### src/rtl/ut2cal_pkg.sv
// ----------------------------------------------------------------------------
// ut2cal_pkg: shared types, constants and tables for the unix time converter
// Holds channel payload types, controller/datapath command structs, divider
// op codes and the calendar helper functions.
// ----------------------------------------------------------------------------
package ut2cal_pkg;

   // channel payloads
   typedef struct packed {
      logic [31:0] epoch_seconds;
   } req_type;

   typedef struct packed {
      logic [11:0] year_out;
      logic [3:0]  month_out;
      logic [4:0]  day_of_month;
      logic [4:0]  hour_out;
      logic [5:0]  minute_out;
      logic [5:0]  second_out;
      logic [2:0]  weekday_out;
      logic [5:0]  week_number;
   } rsp_type;

   // constant divider operations
   localparam logic [2:0] DIV_DAY  = 3'd0;
   localparam logic [2:0] DIV_HOUR = 3'd1;
   localparam logic [2:0] DIV_MIN  = 3'd2;
   localparam logic [2:0] DIV_WDAY = 3'd3;
   localparam logic [2:0] DIV_WEEK = 3'd4;

   localparam logic [16:0] SecsPerDay     = 17'd86400;
   localparam logic [16:0] SecsPerHour    = 17'd3600;
   localparam logic [16:0] SecsPerMinute  = 17'd60;
   localparam logic [16:0] DaysPerWeek    = 17'd7;
   localparam logic [11:0] FirstYear      = 12'd1970;
   localparam logic [15:0] ThursdayOffset = 16'd4;
   localparam logic [8:0]  WeekBias       = 9'd11;
   localparam logic [2:0]  Sunday         = 3'd7;

   typedef struct packed {
      logic       div_start;
      logic [2:0] start_op;
      logic       div_step;
      logic       div_capture;
      logic [2:0] op;
      logic       year_step;
      logic       month_begin;
      logic       month_step;
      logic       publish;
   } cmd_type;

   typedef struct packed {
      logic div_done;
      logic year_found;
      logic month_found;
   } status_type;

   // gregorian rule over the reachable years 1970..2106
   function automatic logic leap_year(input logic [11:0] year);
      return (year[1:0] == 2'd0) && (year != 12'd2100);
   endfunction

   function automatic logic [4:0] month_len(input logic [3:0] month, input logic leap);
      logic [4:0] len;
      case (month)
         4'd1, 4'd3, 4'd5, 4'd7, 4'd8, 4'd10, 4'd12: len = 5'd31;
         4'd4, 4'd6, 4'd9, 4'd11: len = 5'd30;
         4'd2: len = leap ? 5'd29 : 5'd28;
         default: len = 5'd31;
      endcase
      return len;
   endfunction

endpackage

### src/rtl/ut2cal_if.sv
// ----------------------------------------------------------------------------
// ut2cal channel interfaces
// Valid/ready channels carrying the request and response payloads.
// ----------------------------------------------------------------------------
interface ut2cal_req_if;
   import ut2cal_pkg::*;
   logic    valid;
   logic    ready;
   req_type payload;

   modport source (output valid, output payload, input ready);
   modport sink (input valid, input payload, output ready);
endinterface

interface ut2cal_rsp_if;
   import ut2cal_pkg::*;
   logic    valid;
   logic    ready;
   rsp_type payload;

   modport source (output valid, output payload, input ready);
   modport sink (input valid, input payload, output ready);
endinterface

### src/rtl/unix_time_to_calendar_date.sv
// ----------------------------------------------------------------------------
// unix_time_to_calendar_date: unix seconds to UTC calendar date and time
// Converts a 32-bit seconds count into year, month, day, time of day,
// weekday and an uncorrected week number.
//
//   channel    role     handshake     payload
//   req_chan   input    valid/ready   epoch_seconds
//   rsp_chan   output   valid/ready   date, time, weekday, week number
//
// One item at a time: the conversion time is set by the year walk (one year per
// cycle, up to 136) and the month walk (up to 11); each constant division runs
// multiply, quotient and remainder steps; hours to weekday overlap the year walk.
// Reset is synchronous and clears the controller only.
// A new request is taken while a result waits; a stalled output holds the
// finished item back at the end of its conversion.
// ----------------------------------------------------------------------------
module unix_time_to_calendar_date (
   input  logic         clock,
   input  logic         reset,
   ut2cal_req_if.sink   req_chan,
   ut2cal_rsp_if.source rsp_chan
);
   import ut2cal_pkg::*;

   cmd_type    cmd;
   status_type status;

   ut2cal_ctrl u_ctrl (
      .clock     (clock),
      .reset     (reset),
      .req_valid (req_chan.valid),
      .req_ready (req_chan.ready),
      .rsp_valid (rsp_chan.valid),
      .rsp_ready (rsp_chan.ready),
      .status    (status),
      .cmd       (cmd)
   );

   ut2cal_dp u_dp (
      .clock    (clock),
      .reset    (reset),
      .req_data (req_chan.payload),
      .cmd      (cmd),
      .status   (status),
      .rsp_data (rsp_chan.payload)
   );

endmodule

### src/rtl/ut2cal_ctrl.sv
// ----------------------------------------------------------------------------
// ut2cal_ctrl: sequencing controller
// Runs the divider op chain and the year/month walk in parallel and hands
// the finished result to the output register.
// ----------------------------------------------------------------------------
module ut2cal_ctrl (
   input  logic                   clock,
   input  logic                   reset,
   input  logic                   req_valid,
   output logic                   req_ready,
   output logic                   rsp_valid,
   input  logic                   rsp_ready,
   input  ut2cal_pkg::status_type status,
   output ut2cal_pkg::cmd_type    cmd
);
   import ut2cal_pkg::*;

   localparam logic [1:0] D_IDLE = 2'd0;
   localparam logic [1:0] D_RUN  = 2'd1;
   localparam logic [1:0] D_WAIT = 2'd2;
   localparam logic [1:0] D_FIN  = 2'd3;

   localparam logic [1:0] C_IDLE  = 2'd0;
   localparam logic [1:0] C_YEAR  = 2'd1;
   localparam logic [1:0] C_MONTH = 2'd2;
   localparam logic [1:0] C_DONE  = 2'd3;

   logic [1:0] div_state_ff, div_state_in;
   logic [1:0] cal_state_ff, cal_state_in;
   logic [2:0] op_ff, op_in;
   logic       out_valid_ff, out_valid_in;

   assign req_ready = (div_state_ff == D_IDLE);
   assign rsp_valid = out_valid_ff;

   always_comb begin
      div_state_in = div_state_ff;
      cal_state_in = cal_state_ff;
      op_in        = op_ff;
      cmd          = '0;
      cmd.op       = op_ff;

      // calendar walk
      case (cal_state_ff)
         C_YEAR: begin
            if (status.year_found) begin
               cmd.month_begin = 1'b1;
               cal_state_in    = C_MONTH;
            end else begin
               cmd.year_step = 1'b1;
            end
         end
         C_MONTH: begin
            if (status.month_found) begin
               cal_state_in = C_DONE;
            end else begin
               cmd.month_step = 1'b1;
            end
         end
         default: ;
      endcase

      // divider op chain
      case (div_state_ff)
         D_IDLE: begin
            if (req_valid) begin
               cmd.div_start = 1'b1;
               cmd.start_op  = DIV_DAY;
               op_in         = DIV_DAY;
               div_state_in  = D_RUN;
            end
         end
         D_RUN: begin
            if (!status.div_done) begin
               cmd.div_step = 1'b1;
            end else begin
               cmd.div_capture = 1'b1;
               case (op_ff)
                  DIV_DAY: begin
                     cmd.div_start = 1'b1;
                     cmd.start_op  = DIV_HOUR;
                     op_in         = DIV_HOUR;
                     cal_state_in  = C_YEAR;
                  end
                  DIV_HOUR: begin
                     cmd.div_start = 1'b1;
                     cmd.start_op  = DIV_MIN;
                     op_in         = DIV_MIN;
                  end
                  DIV_MIN: begin
                     cmd.div_start = 1'b1;
                     cmd.start_op  = DIV_WDAY;
                     op_in         = DIV_WDAY;
                  end
                  DIV_WDAY: div_state_in = D_WAIT;
                  default:  div_state_in = D_FIN;
               endcase
            end
         end
         D_WAIT: begin
            // week needs day of year, known once the year walk is over
            if (cal_state_ff != C_YEAR) begin
               cmd.div_start = 1'b1;
               cmd.start_op  = DIV_WEEK;
               op_in         = DIV_WEEK;
               div_state_in  = D_RUN;
            end
         end
         default: begin
            if ((cal_state_ff == C_DONE) && (!out_valid_ff || rsp_ready)) begin
               cmd.publish  = 1'b1;
               div_state_in = D_IDLE;
               cal_state_in = C_IDLE;
            end
         end
      endcase

      if (cmd.publish) begin
         out_valid_in = 1'b1;
      end else if (rsp_ready) begin
         out_valid_in = 1'b0;
      end else begin
         out_valid_in = out_valid_ff;
      end
   end

   always_ff @(posedge clock) begin
      if (reset) begin
         div_state_ff <= D_IDLE;
         cal_state_ff <= C_IDLE;
         op_ff        <= DIV_DAY;
         out_valid_ff <= 1'b0;
      end else begin
         div_state_ff <= div_state_in;
         cal_state_ff <= cal_state_in;
         op_ff        <= op_in;
         out_valid_ff <= out_valid_in;
      end
   end

   a_cal_idle_when_free: assert property (@(posedge clock) disable iff (reset)
      (div_state_ff == D_IDLE) |-> (cal_state_ff == C_IDLE))
      else $error("calendar walk active while controller idle");

   a_week_after_year: assert property (@(posedge clock) disable iff (reset)
      (cmd.div_start && (cmd.start_op == DIV_WEEK)) |-> (cal_state_ff != C_YEAR))
      else $error("week division started before day of year known");

   a_accept_starts_day: assert property (@(posedge clock) disable iff (reset)
      (req_valid && req_ready) |=> ((div_state_ff == D_RUN) && (op_ff == DIV_DAY)))
      else $error("transfer did not start the day division");

endmodule

### src/rtl/ut2cal_dp.sv
// ----------------------------------------------------------------------------
// ut2cal_dp: conversion datapath
// Reciprocal-multiply constant divider, year/month subtraction walk and the
// output register.
// ----------------------------------------------------------------------------
module ut2cal_dp (
   input  logic                   clock,
   input  logic                   reset,
   input  ut2cal_pkg::req_type    req_data,
   input  ut2cal_pkg::cmd_type    cmd,
   output ut2cal_pkg::status_type status,
   output ut2cal_pkg::rsp_type    rsp_data
);
   import ut2cal_pkg::*;

   // reciprocals rounded up, exact over each dividend range
   localparam logic [25:0] RecipDay  = 26'd50903317;  // 2^35 / 675
   localparam logic [25:0] RecipHour = 26'd9321;      // 2^21 / 225
   localparam logic [25:0] RecipMin  = 26'd1093;      // 2^14 / 15
   localparam logic [25:0] RecipWeek = 26'd74899;     // 2^19 / 7

   // divider
   logic [31:0] num_ff;
   logic [50:0] prod_ff;
   logic [15:0] quo_ff;
   logic [16:0] rem_ff;
   logic [1:0]  cnt_ff;
   logic [16:0] divisor;
   logic [24:0] mul_a;
   logic [25:0] mul_b;
   logic [15:0] quo_sel;
   logic [16:0] back_prod;

   // results and calendar walk
   logic [15:0] days_ff;
   logic [15:0] cal_days_ff;
   logic [11:0] year_ff;
   logic [3:0]  month_ff;
   logic [8:0]  doy_ff;
   logic [4:0]  hour_ff;
   logic [5:0]  minute_ff;
   logic [5:0]  second_ff;
   logic [2:0]  wd_ff;
   logic [5:0]  week_ff;
   rsp_type     out_ff;

   logic        leap;
   logic [8:0]  ylen;
   logic [4:0]  mlen;
   logic [15:0] wday_src;
   logic [8:0]  week_src;

   // power-of-two factors of the divisor are shifted off before the multiply
   always_comb begin
      case (cmd.op)
         DIV_DAY: begin
            divisor = SecsPerDay;
            mul_a   = num_ff[31:7];
            mul_b   = RecipDay;
            quo_sel = prod_ff[50:35];
         end
         DIV_HOUR: begin
            divisor = SecsPerHour;
            mul_a   = {12'd0, num_ff[16:4]};
            mul_b   = RecipHour;
            quo_sel = prod_ff[36:21];
         end
         DIV_MIN: begin
            divisor = SecsPerMinute;
            mul_a   = {15'd0, num_ff[11:2]};
            mul_b   = RecipMin;
            quo_sel = prod_ff[29:14];
         end
         default: begin
            divisor = DaysPerWeek;
            mul_a   = {9'd0, num_ff[15:0]};
            mul_b   = RecipWeek;
            quo_sel = prod_ff[34:19];
         end
      endcase
   end

   // remainder always fits 17 bits, so the low product bits are enough
   assign back_prod = {1'b0, quo_ff} * divisor;

   assign leap     = leap_year(year_ff);
   assign ylen     = leap ? 9'd366 : 9'd365;
   assign mlen     = month_len(month_ff, leap);
   assign wday_src = days_ff + ThursdayOffset;
   assign week_src = doy_ff + WeekBias - {6'd0, wd_ff};

   assign status.div_done    = (cnt_ff == 2'd0);
   assign status.year_found  = (cal_days_ff < {7'd0, ylen});
   assign status.month_found = (cal_days_ff < {11'd0, mlen});

   // divider: multiply, take quotient, then remainder by back-multiply
   always_ff @(posedge clock) begin
      if (cmd.div_start) begin
         cnt_ff <= 2'd3;
         case (cmd.start_op)
            DIV_DAY:  num_ff <= req_data.epoch_seconds;
            DIV_HOUR: num_ff <= {15'd0, rem_ff};
            DIV_MIN:  num_ff <= {20'd0, rem_ff[11:0]};
            DIV_WDAY: num_ff <= {16'd0, wday_src};
            default:  num_ff <= {23'd0, week_src};
         endcase
      end else if (cmd.div_step) begin
         cnt_ff <= cnt_ff - 2'd1;
         case (cnt_ff)
            2'd3:    prod_ff <= {26'd0, mul_a} * {25'd0, mul_b};
            2'd2:    quo_ff  <= quo_sel;
            default: rem_ff  <= num_ff[16:0] - back_prod;
         endcase
      end
   end

   // capture of finished divisions
   always_ff @(posedge clock) begin
      if (cmd.div_capture) begin
         case (cmd.op)
            DIV_DAY:  days_ff   <= quo_ff;
            DIV_HOUR: hour_ff   <= quo_ff[4:0];
            DIV_MIN: begin
               minute_ff <= quo_ff[5:0];
               second_ff <= rem_ff[5:0];
            end
            DIV_WDAY: wd_ff <= (rem_ff[2:0] == 3'd0) ? Sunday : rem_ff[2:0];
            default:  week_ff   <= quo_ff[5:0];
         endcase
      end
   end

   // year and month walk
   always_ff @(posedge clock) begin
      if (cmd.div_capture && (cmd.op == DIV_DAY)) begin
         cal_days_ff <= quo_ff;
         year_ff     <= FirstYear;
      end else if (cmd.year_step) begin
         cal_days_ff <= cal_days_ff - {7'd0, ylen};
         year_ff     <= year_ff + 12'd1;
      end else if (cmd.month_begin) begin
         doy_ff   <= cal_days_ff[8:0];
         month_ff <= 4'd1;
      end else if (cmd.month_step) begin
         cal_days_ff <= cal_days_ff - {11'd0, mlen};
         month_ff    <= month_ff + 4'd1;
      end
   end

   always_ff @(posedge clock) begin
      if (cmd.publish) begin
         out_ff.year_out     <= year_ff;
         out_ff.month_out    <= month_ff;
         out_ff.day_of_month <= cal_days_ff[4:0] + 5'd1;
         out_ff.hour_out     <= hour_ff;
         out_ff.minute_out   <= minute_ff;
         out_ff.second_out   <= second_ff;
         out_ff.weekday_out  <= wd_ff;
         out_ff.week_number  <= week_ff;
      end
   end

   assign rsp_data = out_ff;

   a_month_range: assert property (@(posedge clock) disable iff (reset)
      cmd.publish |-> ((month_ff >= 4'd1) && (month_ff <= 4'd12)))
      else $error("month out of range at publish");

   a_day_range: assert property (@(posedge clock) disable iff (reset)
      cmd.publish |-> (cal_days_ff < 16'd31))
      else $error("day of month out of range at publish");

   a_hour_range: assert property (@(posedge clock) disable iff (reset)
      (cmd.div_capture && (cmd.op == DIV_HOUR)) |-> (quo_ff < 16'd24))
      else $error("hour quotient out of range");

endmodule
### src/flat_wrapper.sv
// flat-port wrapper written by rule: the top's interface ports become plain ports
module unix_time_to_calendar_date_flat import ut2cal_pkg::*;
  (clock, reset, req_chan_valid, req_chan_payload, req_chan_ready, rsp_chan_valid, rsp_chan_payload, rsp_chan_ready);
  ut2cal_req_if req_chan_i ();
  ut2cal_rsp_if rsp_chan_i ();
  input  logic clock;
  input  logic reset;
  input wire logic [$bits(req_chan_i.valid)-1:0] req_chan_valid;
  input wire logic [$bits(req_chan_i.payload)-1:0] req_chan_payload;
  output wire logic [$bits(req_chan_i.ready)-1:0] req_chan_ready;
  output wire logic [$bits(rsp_chan_i.valid)-1:0] rsp_chan_valid;
  output wire logic [$bits(rsp_chan_i.payload)-1:0] rsp_chan_payload;
  input wire logic [$bits(rsp_chan_i.ready)-1:0] rsp_chan_ready;
  assign req_chan_i.valid = req_chan_valid;
  assign req_chan_i.payload = req_chan_payload;
  assign req_chan_ready = req_chan_i.ready;
  assign rsp_chan_valid = rsp_chan_i.valid;
  assign rsp_chan_payload = rsp_chan_i.payload;
  assign rsp_chan_i.ready = rsp_chan_ready;
  unix_time_to_calendar_date u_core (.clock(clock), .reset(reset), .req_chan(req_chan_i), .rsp_chan(rsp_chan_i));
endmodule
### config.mk
export PLATFORM = sky130hd
export DESIGN_NAME = unix_time_to_calendar_date_flat
export DESIGN_NICKNAME = d
export VERILOG_FILES = /design/src/rtl/ut2cal_pkg.sv /design/src/rtl/ut2cal_if.sv /design/src/rtl/unix_time_to_calendar_date.sv /design/src/rtl/ut2cal_ctrl.sv /design/src/rtl/ut2cal_dp.sv /design/src/flat_wrapper.sv
export SDC_FILE = /design/constraint.sdc
export NUM_CORES = 1
export LEC_CHECK = 0
export ABC_AREA = 0
export BUFFER_PORTS_ARGS = -buffer_cell sky130_fd_sc_hd__buf_2
export CORE_ASPECT_RATIO = 1.25
export CORE_UTILIZATION = 39
export CTS_CLUSTER_DIAMETER = 40
export DETAILED_ROUTE_END_ITERATION = 10
export SKIP_LAST_GASP = 1
export SYNTH_ARGS = -nofsm -noshare
export SYNTH_HDL_FRONTEND = slang
export SYNTH_SLANG_ARGS = --single-unit
### constraint.sdc
create_clock -name clock -period 6.8 [get_ports clock]
set_input_delay 0.34 -clock clock [delete_from_list [all_inputs] [get_ports clock]]
set_output_delay 0.34 -clock clock [all_outputs]
set_load 0.02 [all_outputs]
Yosys cells after proc, flatten, opt, wreduce, memory -nomap -nowiden

Cells that the tools add are included.

Register bits after elaboration: 256
Bits in latches: 0
RAM bits: 0
Memory bits (read-only): 0
Output and inout bits: 49
Logic and storage cells: 155
Memories: 0

Add/sub/neg operators: 10
Multipliers: 2
Div/mod/pow operators: 0
$lt $le $gt $ge: 2
Eq/ne operators: 26
Shifts and indexed selects: 0
Multiplexer cells: 48
Bitwise operators: 5
Reductions and logical operators: 35

Operator list:

| kind                                           | count |
|---|---|
| case mux 32 bit (4 select lines)               | 1 |
| case mux 26 bit (3 select lines)               | 1 |
| case mux 25 bit (3 select lines)               | 1 |
| two-way mux 16 bit                             | 4 |
| multiplier 25 x 26 -> 51 bit                   | 1 |
| case mux 17 bit (3 select lines)               | 1 |
| case mux 16 bit (3 select lines)               | 1 |
| two-way mux 2 bit                              | 12 |
| case mux 4 bit (3 select lines)                | 2 |
| case mux 3 bit (3 select lines)                | 2 |
| multiplier 16 x 17 -> 17 bit                   | 1 |
| subtractor 17 bit                              | 1 |
| adder 16 x 3 -> 16 bit (second input constant) | 1 |
| < comparator 16 x 5 -> 1 bit                   | 1 |
| < comparator 16 x 9 -> 1 bit                   | 1 |
| two-way mux 4 bit                              | 4 |
| case mux 2 bit (2 select lines)                | 4 |
| subtractor 16 x 5 -> 16 bit                    | 1 |
| subtractor 16 x 9 -> 16 bit                    | 1 |
| AND reduction 3 bit                            | 5 |
| adder 12 x 1 -> 12 bit (second input constant) | 1 |
| == test 3 x 2 -> 1 bit (second input constant) | 4 |
| != test 12 bit (second input constant)         | 1 |
| AND reduction 2 bit                            | 6 |
| other kinds (31)                               | 70 |

Logic depth before layout (Yosys ltp)

Gate-level depths: netlist of run 1.

Depth after elaboration: 11
Depth in mapped cells: 33
Depth with buffers taken out: 31

By module

A second synthesis of run 1 with hierarchy kept.

Cell total of the unflattened synthesis: 2899
Area total of the unflattened synthesis: 29940.0 µm²

By module, submodules not included:

| module      | times used | cells an instance | area each (µm²) | sequential area each (µm²) |
|---|---|---|---|---|
| ut2cal_dp   | 1          | 2815              | 29278.1         | 6886.6 |
| ut2cal_ctrl | 1          | 84                | 661.9           | 160.2 |

Worst setup path after synthesis of run 1

OpenSTA, ideal clock, no wires.

Kind: register to register
Start point: reg u_core.u_ctrl.op_ff[0]
End point: reg u_core.u_dp.prod_ff[50], data pin
Data arrival time: 7.281 ns
Data required time: 6.540 ns
Slack: -0.741 ns
Cell stages (with the launch flop): 29
Buffers on the path: 5
Clock period less this slack: 7.541 ns
Cells stage by stage: dfxtp_1 buf_6 or2_1 buf_6 nor2_1 buf_2 buf_1 buf_1 nand2_1 fa_1 inv_1 fa_1 fa_1 fa_1 fa_1 fa_1 inv_1 fa_1 inv_1 ha_1 a21oi_1 o21ai_1 a211oi_1 o21ai_0 or4_1 o21ai_4 o2111ai_1 a31oi_1 xnor2_1

Cells in the longest elaborated chain, start to end: 3
Elaborated cells between the ends (all ways): 6

RTL lines:

| element                                                                              | line               | text |
|---|---|---|
| start, declared                                                                      | ut2cal_ctrl.sv:30  | `logic [2:0] op_ff, op_in;` |
| start signal, assigned                                                               | ut2cal_ctrl.sv:136 | `op_ff <= op_in;` |
| == test 3 x 2 -> 1 bit, or another cell as far along                                 | ut2cal_dp.sv:55    | `case (cmd.op)` |
| case mux 25 bit (3 select lines) or case mux 26 bit (3 select lines) (tied branches) | ut2cal_dp.sv:55    |  |
| multiplier 25 x 26 -> 51 bit (*)                                                     | ut2cal_dp.sv:110   | `2'd3: prod_ff <= {26'd0, mul_a} * {25'd0, mul_b};` |
| end signal, assigned                                                                 | ut2cal_dp.sv:110   |  |
| end, declared                                                                        | ut2cal_dp.sv:24    | `logic [50:0] prod_ff;` |

Mark *: on every way between the ends. The rest lies on a longest branch, timed or not.
A chain may end at the register's enable or synchronous reset.

Worst setup path in the final report of run 1

Start point: reg u_core.u_ctrl.op_ff[2]
End point: reg u_core.u_dp.prod_ff[48], data pin

The elaborated chain is that of the path after synthesis.

==> results of run 1 <==
## sequential cells by signal, indices dropped and copies added, names as in the netlist, 3 cells and up
signal,cells
u_core.u_dp.second_ff,6
u_core.u_dp.hour_ff,5
u_core.u_dp.wd_ff,3
u_core.u_dp.week_ff,6
u_core.u_ctrl.op_ff,3
u_core.u_dp.minute_ff,6
u_core.u_dp.year_ff,12
u_core.u_dp.num_ff,32
u_core.u_dp.quo_ff,16
u_core.u_dp.month_ff,4
u_core.u_dp.rem_ff,17
u_core.u_dp.days_ff,16
u_core.u_dp.rsp_data,47
u_core.u_dp.cal_days_ff,16
u_core.u_dp.prod_ff,37
u_core.u_dp.doy_ff,9
## layer usage
metal  wire (µm)  track usage
met1       31300        0.250
met2       46000        0.427
met3        3140       0.0234
met4        5030        0.114
met5           0            0
## cells by family (layout without fill, tap and decap cells)
logic type / count (synthesis) / count (layout) / synth area share
XOR/XNOR: 123 / 123 / 0.0361
other: 2 / 69 / 0.000252
adder cells (fa/ha/maj): 832 / 832 / 0.461
AO/OA/AOI/OAI: 333 / 333 / 0.0748
AND/OR/NAND/NOR: 538 / 538 / 0.0857
flip-flops: 242 / 242 / 0.236
multiplexers: 10 / 10 / 0.00335
buffers and inverters: 809 / 1290 / 0.102
## worst min-delay path by stage
stage	from	to	cells past startpoint
after global placement	u_core.u_dp.hour_ff[4]	u_core.u_dp.rsp_data[25]	0
after floorplan	u_core.u_dp.week_ff[0]	u_core.u_dp.rsp_data[0]	0
after global routing	req_chan_payload[31]	u_core.u_dp.num_ff[31]	2
final	req_chan_payload[21]	u_core.u_dp.num_ff[21]	2
after detailed placement	u_core.u_dp.week_ff[1]	u_core.u_dp.rsp_data[1]	0
after CTS	req_chan_payload[21]	u_core.u_dp.num_ff[21]	2
## timing repair
action	in CTS	in global routing
gates resized for setup	117	116
setup endpoints to repair	30	31
pin swaps	69	87
buffers inserted	34	34
hold endpoints to repair	0	0
cloned	1	0
## cell type report
cell class | count | area, µm² | area share
sequential | 242 | 7060 | 0.190
clock inverter | 33 | 407 | 0.0109
antenna | 1 | 2.50 | 0.0000674
tap | 977 | 1220 | 0.0329
multi-input combinational | 1904 | 21000 | 0.566
timing repair buffer | 457 | 3480 | 0.0937
inverter | 754 | 2860 | 0.0771
clock buffer | 46 | 1090 | 0.0293
## worst register-to-register path, delay by kind of cell (launching register included)
kind                     cells  cell delay [ps]
adder cells (fa/ha/maj)      8             3700
AND/OR/NAND/NOR              7             1080
AO/OA/AOI/OAI                5              870
buffers and inverters        9              790
flip-flops                   1              350
XOR/XNOR                     1               80
## cell usage in the layout (no fill, tap or decap), types with 19 or more instances in the layout
master	n
edfxtp_1	220
inv_2	36
nor3_1	24
nand3_1	34
and2_1	38
o21ai_0	65
conb_1	68
inv_1	709
fa_2	30
buf_6	25
ha_1	368
a21oi_1	67
buf_4	334
xnor2_1	88
nand2_1	158
a21o_1	31
nor2_1	94
buf_2	84
dfxtp_1	19
clkbuf_16	43
and3_1	45
fa_1	416
xor2_1	34
## through the flow
step,worst slack (ps),util,instance area [µm²]
finish,-314,0.489,37100
global placement,-472,0.451,34200
floorplan,-49.1,-,30500
detailed placement,-545,0.451,34200
CTS,-294,0.481,36500
global route,-579,0.489,37100
==> summary.md, run 1 <==
| Metric | Value |
|---|---|
| Number of global-route vias before repair | 23,400 |
| Post-synthesis sequential area ratio | 0.236 |
| Syn Area/Cell | 10.3 µm² |
| DRC Markers | 0 |
| Failing checks | negative setup slack |
| Run status | complete, but fails checks |
| Max frequency | 0.141 GHz |
| Width of the die | 249 µm |
| Synth Instances | 2,889 |
| R2R cell count | 30 |
| Worst EP arrival | 7440 ps |
| Synth top area cells | fa_1 (30%), edfxtp_1 (22%), ha_1 (16%), inv_1 (9.5%), xnor2_1 (2.6%) |
| RSZ-0062 raised after global routing | yes |
| CP required | 7130 ps |
| Synthesis-stage register bit count | 242 |
| Synth Flop Type | edfxtp_1 |
| Setup crit end | u_core.u_dp.prod_ff[48] |
| Synth top area share | 0.299 |
| Crit path max fanout | 4 |
| Initial core utilization | 0.393 |
| Crit path depth | 30 |
| Area growth, synth to finish | 24.5% |
| Final Setup Violations | 28 |
| Crit share post-route | 1.05 |
| Min Tclk post-route | 7110 ps |
| CTS root buf | clkbuf_16 |
| Crit-path most repeated cell | fa_1 |
| Final GP Congestion | 0.991 |
| Clock skew | 30.3 ps |
| Max stage delay on crit path | 520 ps |
| H-tree levels | 2 |
| Largest area contributor in the synthesized netlist | fa_1 |
| Die area | 0.0776 mm² |
| CTS tree | built |
| Drt pass-1 iters | 5 |
| Non-filler cells, final | 4,414 |
| Warnings, synthesis | 0 |
| Core Box Area | 0.0759 mm² |
| Crit start category | flip-flop |
| Synth cell types | 72 |
| DR WL/cell | 19.4 µm |
| CP Launch Point | u_core.u_ctrl.op_ff[2] |
| Io pins | 85 |
| Worst Path Buf+Inv | 9 |
| Delay-heaviest family, CP | adder cells |
| CP Capture Type | flip-flop |
| Hold buffers post-CTS | 0 |
| Setup TNS | -5820 ps |
| Critical path class | flip-flop to flip-flop |
| Initial antenna violation count | 3 |
| Worst r2r src | u_core.u_ctrl.op_ff[2] |
| Row count | 113 |
| Clock-pin slew on the worst setup and hold paths | 60 ps |
| Layout cell share with drive strength beyond 1 | 0.225 |
| Placed cells | 4,269 |
| Pins Over Slew Limit | 0 |
| Antenna viol nets, final | 0 |
| Mapped Area | 0.0298 mm² |
| EDFF count, synth | 220 |
| FF-to-FF setup slack | -310 ps |
| Final worst slack | -314 ps |
| Most common cell in the netlist | inv_1 |
| Max-Cap Viols | 0 |
| Number of vias per cell | 4.94 |
| Final Hold Viols | 0 |
| First-pass GRT wire length | 132,000 µm |
| Commonest cells post-synth | inv_1 (754), fa_1 (446), ha_1 (386) |
| Worst hold slack | 57.4 ps |
| Synth async-reset ratio | 0 |
| RR Endpoint | u_core.u_dp.prod_ff[48] |
| Clock sink count | 242 |
| Nets | 4,270 |
| Least-Margin Pin Slew | 1120 ps |
| Post-DP HPWL | 71,900 µm |
| Worst Hold Class | primary input to flip-flop |
| Worst slew margin | 0.251 |
| Number of DRC markers in iteration 0 | 1,087 |
| Fill cells | 6,970 |
| Clk buf depth | 3 |
| DRT Wirelength | 85,400 µm |
| Worst path slowest cell | fa_1 |
| CTS buffer count | 43 |
| All-layer global routing usage | 0.226 |
| DR vias | 21,800 |
| Die height | 311 µm |
| Clk_lat worst skew | 580 ps |
| IO buf count | 84 |
| Total grt overflow | 0 |
| Largest net degree at the start of global routing | 48 |
Power of run 1 is left out: the tool's default activity adds up to more than one toggle a clock period on the data nets, which glitch-free logic cannot reach.
==> run 2, diff against run 1 <==
- CELL_PAD_IN_SITES_DETAIL_PLACEMENT: default -> 0
- CELL_PAD_IN_SITES_GLOBAL_PLACEMENT: default -> 2
- PLACE_DENSITY_LB_ADDON: default -> 0.1
- SLEW_MARGIN: default -> 20
- TNS_END_PERCENT: default -> 100
==> summary.md, run 2 (synthesis gave the netlist of run 1 again) <==
| Metric | Value |
|---|---|
| Post-DP HPWL | 82,100 µm (was 71,900 µm) |
| Min Tclk post-route | 7160 ps (was 7110 ps) |
| Number of vias per cell | 4.91 (was 4.94) |
| Crit-path most repeated cell | fa_1 (unchanged) |
| Number of global-route vias before repair | 24,500 (was 23,400) |
| Placed cells | 4,293 (was 4,269) |
| Hold EP | u_core.u_dp.num_ff[23] (was u_core.u_dp.num_ff[21]) |
| R2R cell count | 31 (was 30) |
| Crit share post-route | 1.05 (about the same) |
| Worst r2r src | u_core.u_ctrl.op_ff[0] (was u_core.u_ctrl.op_ff[2]) |
| Pins Over Slew Limit | 0 (unchanged) |
| Clk buf depth | 3 (unchanged) |
| CTS root buf | clkbuf_16 (unchanged) |
| Crit path max fanout | 4 (unchanged) |
| Antenna viol nets, final | 0 (unchanged) |
| Critical path class | flip-flop to flip-flop (unchanged) |
| DR WL/cell | 21.6 µm (was 19.4 µm) |
| Final worst slack | -355 ps (was -314 ps) |
| Worst slew margin | 0.280 (was 0.251) |
| Die area | 0.0776 mm² (unchanged) |
| Worst EP arrival | 7460 ps (was 7440 ps) |
| First-pass GRT wire length | 147,000 µm (was 132,000 µm) |
| DR vias | 21,800 (about the same) |
| Final GP Congestion | 0.927 (was 0.991) |
| Run status | complete, but fails checks (unchanged) |
| RR Endpoint | u_core.u_dp.prod_ff[32] (was u_core.u_dp.prod_ff[48]) |
| Least-Margin Pin Slew | 1080 ps (was 1120 ps) |
| Clock-pin slew on the worst setup and hold paths | 60 ps (about the same) |
| IO buf count | 84 (unchanged) |
| Initial antenna violation count | 3 (unchanged) |
| Area growth, synth to finish | 25.7% (was 24.5%) |
| Max-Cap Viols | 0 (unchanged) |
| Die height | 311 µm (unchanged) |
| Clock skew | 16.4 ps (was 30.3 ps) |
| RSZ-0062 raised after global routing | yes (unchanged) |
| Largest net degree at the start of global routing | 48 (unchanged) |
| Layout cell share with drive strength beyond 1 | 0.240 (was 0.225) |
| FF-to-FF setup slack | -360 ps (was -310 ps) |
| CTS buffer count | 39 (was 43) |
| Crit start category | flip-flop (unchanged) |
| Finished Core Util | 0.494 (was 0.489) |
| CTS tree | built (unchanged) |
| Most frequent cells in the layout | inv_1 (710), fa_1 (415), buf_4 (360) (was inv_1 (709), fa_1 (416), ha_1 (368)) |
| Max stage delay on crit path | 550 ps (was 520 ps) |
| Initial core utilization | 0.393 (unchanged) |
| Worst path slowest cell | fa_1 (unchanged) |
| Non-filler cells, final | 4,436 (was 4,414) |
| All-layer global routing usage | 0.254 (was 0.226) |
| Most common cell after layout, fill and taps aside | inv_1 (unchanged) |
| CP Capture Type | flip-flop (unchanged) |
| Total grt overflow | 0 (unchanged) |
| Min-delay src | req_chan_payload[23] (was req_chan_payload[21]) |
| H-tree levels | 2 (unchanged) |
| Max frequency | 0.140 GHz (was 0.141 GHz) |
| Worst Hold Class | primary input to flip-flop (unchanged) |
| Drt pass-1 iters | 5 (unchanged) |
| Io pins | 85 (unchanged) |
| Failing checks | negative setup slack (unchanged) |
| Clk_lat worst skew | 570 ps (was 580 ps) |
| Clock sink count | 242 (unchanged) |
| CP required | 7110 ps (was 7130 ps) |
| Core Box Area | 0.0759 mm² (unchanged) |
| Width of the die | 249 µm (unchanged) |
| DRT Wirelength | 95,700 µm (was 85,400 µm) |
| Nets | 4,295 (was 4,270) |
| Final Setup Violations | 29 (was 28) |
| Max FFs per register | 47 (unchanged) |
| Final Hold Viols | 0 (unchanged) |
| Number of DRC markers in iteration 0 | 881 (was 1,087) |
| Row count | 113 (unchanged) |
| Hold Path Depth | 2 (unchanged) |
| DRC Markers | 0 (unchanged) |
## run 2: worst max path at each step
stage                               to  depth (start not counted)                   start
6_report       u_core.u_dp.prod_ff[32]                         31  u_core.u_ctrl.op_ff[0]
4_1_cts        u_core.u_dp.prod_ff[44]                         28  u_core.u_ctrl.op_ff[2]
3_5_place_dp   u_core.u_dp.prod_ff[36]                         27  u_core.u_ctrl.op_ff[2]
5_1_grt        u_core.u_dp.prod_ff[32]                         31  u_core.u_ctrl.op_ff[2]
3_3_place_gp   u_core.u_dp.prod_ff[26]                         26  u_core.u_ctrl.op_ff[1]
2_1_floorplan  u_core.u_dp.prod_ff[46]                         29  u_core.u_ctrl.op_ff[0]
## run 2: critical path, delay by kind of cell (launching register included)
kind | cells | cell delay (ps)
AO/OA/AOI/OAI | 5 | 940
AND/OR/NAND/NOR | 8 | 880
buffers and inverters | 9 | 810
adder cells (fa/ha/maj) | 8 | 3820
XOR/XNOR | 1 | 110
flip-flops | 1 | 330
## run 2: metrics by stage
stage	worst slack [ps]	cell area (µm²)	TNS (ps)	hold WS, ps
final	-355	37500	-6850	55.8
after global routing	-597	37500	-13010	49.4
after detailed placement	-672	34400	-16590	405
after global placement	-694	34400	-16890	403
after floorplan	-49.1	30500	-274	400
after CTS	-446	36900	-8350	24.7
## run 2: layer usage
layer / part of all wire / up-vias / GRT usage
met5: 0.00015 / - / 0
li1: - / 10200 / -
met1: 0.39 / 11000 / 0.293
met3: 0.026 / 161 / 0.0249
met2: 0.54 / 405 / 0.480
met4: 0.042 / 2 / 0.0996
## run 2: cell type report
type,instances,area (µm²)
repair buffers,486,3640
diodes,1,2.50
inverters,754,2860
multi-input cells,1904,21300
fillers,7042,38400
flip-flops and latches,242,7060
clock inverters,31,384
well taps,977,1220
clock buffers,41,1000
## run 2: repair_timing
action,in CTS,in global routing
hold buffers,0,0
setup endpoints to repair,32,37
pin swaps,73,86
gates resized for setup,163,131
buffers inserted,59,21
Power of run 2 is left out for the same reason.
